### src/design/gsta_pkg.sv
package gsta_pkg;

  localparam int WorkerSlotsDef = 1024;
  localparam int TaskSlotsDef   = 1024;
  localparam int MaxCopiesDef   = 16;
  localparam int IdxW           = 10;
  localparam int SumW           = 48;
  localparam logic [SumW-1:0] SumMax = {SumW{1'b1}};

  localparam logic ActTask   = 1'b0;
  localparam logic ActWorker = 1'b1;

  typedef struct packed {
    logic        action;
    logic [15:0] pos_x;
    logic [15:0] pos_y;
    logic [15:0] radius;
    logic [4:0]  copies;
    logic [31:0] begin_time;
    logic [31:0] duration;
    logic [15:0] price;
  } in_item_t;

  typedef struct packed {
    logic            matched;
    logic [IdxW-1:0] partner_index;
    logic [IdxW-1:0] new_index;
    logic            status;
    logic [SumW-1:0] total_utility;
    logic            last;
  } out_item_t;

  // One stored entry as it moves through the scan pipeline.
  typedef struct packed {
    logic [15:0] x;
    logic [15:0] y;
    logic [15:0] rad;
    logic [31:0] wb;
    logic [31:0] we;
    logic [15:0] price;
    logic        taken;
  } entry_t;

endpackage

### src/design/gsta_cell.sv
// One pipeline cell of the scan chain: takes the candidate from its left
// neighbor, does its share of the feasibility work, hands it on.
module gsta_cell #(
  parameter int STAGE = 0,
  parameter int IW    = 16
) (
  input  logic                  clk,
  input  logic                  v_in,
  input  logic [IW-1:0]         idx_in,
  input  gsta_pkg::entry_t      cand_in,
  input  gsta_pkg::entry_t      self_in,
  input  logic                  self_worker,
  input  logic [64:0]           acc_in,
  output logic                  v_out,
  output logic [IW-1:0]         idx_out,
  output gsta_pkg::entry_t      cand_out,
  output logic [64:0]           acc_out
);
  import gsta_pkg::*;

  // stage 0: abs deltas, window check
  // stage 1: squares of the deltas
  // stage 2: radius square, sum of squares vs radius square
  logic [64:0] acc_nxt;
  entry_t      w, t;
  logic [15:0] dx, dy;
  logic [32:0] d2;

  always_comb begin
    w = self_worker ? self_in : cand_in;
    t = self_worker ? cand_in : self_in;
    acc_nxt = acc_in;
    dx = '0;
    dy = '0;
    d2 = '0;
    case (STAGE)
      0: begin
        dx = (w.x > t.x) ? w.x - t.x : t.x - w.x;
        dy = (w.y > t.y) ? w.y - t.y : t.y - w.y;
        acc_nxt        = '0;
        acc_nxt[15:0]  = dx;
        acc_nxt[31:16] = dy;
        acc_nxt[64]    = (w.wb < t.we) && (t.wb < w.we);
      end
      1: begin
        acc_nxt[31:0]  = 32'(acc_in[15:0]) * 32'(acc_in[15:0]);
        acc_nxt[63:32] = 32'(acc_in[31:16]) * 32'(acc_in[31:16]);
        acc_nxt[64]    = acc_in[64];
      end
      default: begin
        d2 = 33'(acc_in[31:0]) + 33'(acc_in[63:32]);
        acc_nxt = '0;
        acc_nxt[0] = acc_in[64] &&
                     (d2 <= 33'(32'(w.rad) * 32'(w.rad)));
      end
    endcase
  end

  always_ff @(posedge clk) begin
    v_out    <= v_in;
    idx_out  <= idx_in;
    cand_out <= cand_in;
    acc_out  <= acc_nxt;
  end
endmodule

### config.mk
export PLATFORM = sky130hd
export DESIGN_NAME = gsta_cell
export DESIGN_NICKNAME = d
export VERILOG_FILES = /design/src/design/gsta_pkg.sv /design/src/design/gsta_cell.sv
export SDC_FILE = /design/constraint.sdc
export NUM_CORES = 1
export LEC_CHECK = 0
export ABC_CLOCK_PERIOD_IN_PS = 4100
export BUFFER_PORTS_ARGS = -buffer_cell sky130_fd_sc_hd__buf_4
export CORE_AREA = 5 5 213 215
export CTS_CLUSTER_DIAMETER = 120
export DETAILED_ROUTE_END_ITERATION = 7
export DIE_AREA = 0 0 218 220
export SKIP_CTS_REPAIR_TIMING = 1
export SLEW_MARGIN = 20
export SYNTH_ARGS = -nofsm -noshare
export SYNTH_HDL_FRONTEND = slang
export SYNTH_SLANG_ARGS = --single-unit
### constraint.sdc
create_clock -name clk -period 4.1 [get_ports clk]
set_input_delay 0.41 -clock clk [delete_from_list [all_inputs] [get_ports clk]]
set_output_delay 0.41 -clock clk [all_outputs]
set_load 0.005 [all_outputs]
==> impl_summary.txt <==
----------------------------------------------------
[Logic synthesis]
  Async set or reset register ratio after synthesis ... 0%
  Main flop type after synthesis ... dfxtp_1
  Commonest cells post-synth ... dfxtp_1 (179), mux2i_1 (134), ha_1 (122)
  Count of yosys warnings during synthesis ... 0
  Biggest area contributors in the synthesized netlist ... dfxtp_1 (35%), ha_1 (15%), mux2i_1 (13%)
  Cell count after synthesis ... 1014
  Mean instance size in the synthesized netlist ... 10.12 um2
  Sequential fraction of the synthesis area ... 34.91%
  Syn Std Cell Area ... 10260 um2
  Yosys reg bits ... 179
  Number of distinct library cells after synthesis ... 65
  Cell type with the highest aggregate area in the netlist ... dfxtp_1
  Number of flops mapped to enable cells by yosys ... 0
  Fraction of post-synthesis cell area in the top cell type by area ... 34.91%
  Dominant cell by count in the synthesized netlist ... dfxtp_1

[Die]
  Core Box Area ... 43550 um2
  Floorplan die height ... 220 um
  Width of the die ... 218 um
  Number of top-level pins ... 553
  Number of core rows ... 77
  Area of the die ... 47960 um2
  Initial standard-cell utilization of the core ... 23.57%

[GRT]
  Number of antenna violations at the first check in global routing ... 3
  Via count of the first global-routing pass ... 8917
  Pin count of the biggest net entering global routing ... 82
  Global-route wire length before repair ... 49360 um
  Global Route Usage Sum ... 13.24%
  Global-route congestion overflow total ... 0

[STA]
  Relative slew margins ... 60.11%
  Hold violation count in the final report ... 0
  Total negative slack for setup checks ... 0 ns
  Max Slew Vio Count ... 0
  Worst setup margin ... 0.8923 ns
  Worst-margin pin slew ... 0.5983 ns
  Fmax ... 311.7 MHz
  Final period util ... 78.24%
  Clock period minus worst slack ... 3.208 ns
  Worst hold slack ... 0.03180 ns
  RSZ-0062 raised after global routing ... false
  Final setup violation count ... 0

[Critical path]
  Critical-path cell with the highest stage delay ... buf_8
  Family of cells with the greatest summed delay on the critical path ... buffers and inverters
  Category of the critical setup timing path ... in2reg
  Endpoint type of the worst setup path ... flop
  Total stage count of the critical path ... 14
  Required @ worst endpoint ... 4.45 ns
  Arr. time, crit path ... 3.56 ns
  Critical Path Fanout Max ... 65
  Critical Path Max Stage Delay ... 0.43 ns
  Crit path buffers/inverters ... 4
  Nature of the critical path startpoint ... input port
  CP startpoint ... self_worker
  Cell-by-cell trace of the critical path ... buf_8 > buf_12 > mux2i_1 > inv_1 > fa_1 > nor2b_1 > o21ai_1 > a21oi_1 > o31ai_1 > a21oi_2 > buf_4 > nor2_1 > a41o_1 > xnor2_1
  Termination of the worst setup path ... acc_out[10]

[Placed design]
  Setup WS pre-CTS ... 0.3711 ns
  GPL Wtd Cong ... 0.8524
  Post-DP HPWL ... 28130 um
  Instance count after placement with tap cells included ... 2002
  Number of buffer cells added on primary ports ... 422

[Clocking]
  TritonCTS clock tree ... built
  Maximum clock path buffer count ... 2
  Number of buffers created by CTS ... 17
  Register clock-pin slew on the reported worst setup and hold paths ... 0.07 ns
  CTS sink count ... 179
  Clock tree root driver cell ... clkbuf_16
  # H-tree levels ... 4

[Flow run]
  Count of maximum capacitance violations ... 0

[Detailed routing]
  Mean routed wirelength per cell ... 16.29 um
  Antenna-violating nets left ... 0
  Average via count per standard cell ... 4.339
  Sum of routed wire length over all layers ... 33890 um
  Total via count after detailed routing ... 9025
  DRC violation count after routing ... 0
  Initial DRC Count ... 358
  Initial DRT Pass Iterations ... 4

[Power and ir drop]
  Pwr dens ... 362.8 nW/um2
  Max IR drop VDD ... 0.2440 mV
  Cell leakage power ... 0.007527 uW
  Total power after layout ... 5464 uW

[Layout]
  Area added between synthesis and finish ... 46.70%
  Fillers ... 4413
  Layout Nets ... 1942
  Share of cells above drive strength 1 ... 36.85%
  Final standard cell count with taps included and fillers excluded ... 2080

[Min path]
  Worst hold path type ... in2reg

[Status]
  Result of the run ... finished, final reports clean

----------------------------------------------------
## layout by cell type, fill, tap and decap left out, types with 14 or more instances in the layout
| cell type | count |
|---|---|
| a21o_1 | 37 |
| a21oi_1 | 70 |
| buf_4 | 435 |
| clkbuf_16 | 17 |
| conb_1 | 32 |
| dfxtp_1 | 179 |
| dlygate4sd3_1 | 45 |
| ha_1 | 122 |
| inv_1 | 74 |
| mux2_2 | 64 |
| mux2i_1 | 134 |
| nand2_1 | 26 |
| nand4_1 | 16 |
| nor2_1 | 30 |
| o21ai_0 | 17 |
| o21ai_1 | 14 |
| xnor2_1 | 17 |
## registers in the layout, summed over array words and instances (netlist names)
register / count
acc_out: 33
cand_out: 129
idx_out: 16
v_out: 1
## per-layer routing
layer,up-vias,track usage (%),share of wire [%]
met2,327,23.87,51
met3,31,3.943,7.3
met4,0,4.187,1.5
met5,-,0,0
li1,4470,-,-
met1,4197,15.02,40
## area by class of cell
cell class                      instances  area [um2]  share of cell area (%)
Multi-Input combinational cell        718        6075                   40.34
Timing Repair Buffer                  483        3771                   25.04
Sequential cell                       179        3583                   23.80
Tap cell                              592       740.7                   4.919
Clock buffer                           18       439.2                   2.916
Inverter                               75       281.5                   1.870
Clock inverter                         14       165.2                   1.097
Antenna cell                            1       2.502                 0.01662
## power breakdown
group | switching (uW) | internal [uW] | total, uW
clock | 803 | 880 | 1680
sequential | 64.6 | 1950 | 2020
combinational | 841 | 924 | 1760
total | 1710 | 3760 | 5460
## worst min path at each step
stage | start | end | slack, ns | depth (start not counted)
detailed placement | idx_in[4] | idx_out[4] | 0.52 | 1
CTS | cand_in[14] | cand_out[14] | -0.03 | 1
global placement | cand_in[7] | cand_out[7] | 0.51 | 1
finish | cand_in[83] | cand_out[83] | 0.03 | 1
global route | cand_in[83] | cand_out[83] | 0.0003 | 1
floorplan | cand_in[0] | cand_out[0] | 0.44 | 0
## kinds of logic (layout without fill, tap and decap cells)
kind of cell	count (synthesis)	after routing	synth area share, %
buffers and inverters	148	590	7.045
and+or+nand+nor	128	128	6.619
muxes	200	200	20.34
other	1	33	0.03653
DFF	179	179	34.91
adders and majority gates	126	126	15.65
AOI/OAI and AO/OA	203	203	12.92
xor gates and xnor gates	29	29	2.474
## stage by stage
stage | cell area [um2] | util, %
after global placement | 14000 | 32.15
final | 15060 | 34.58
after floorplan | 10380 | -
after detailed placement | 14000 | 32.15
after CTS | 14610 | 33.54
after global routing | 15060 | 34.57
Note: power is estimated with default switching activity, not from simulation.
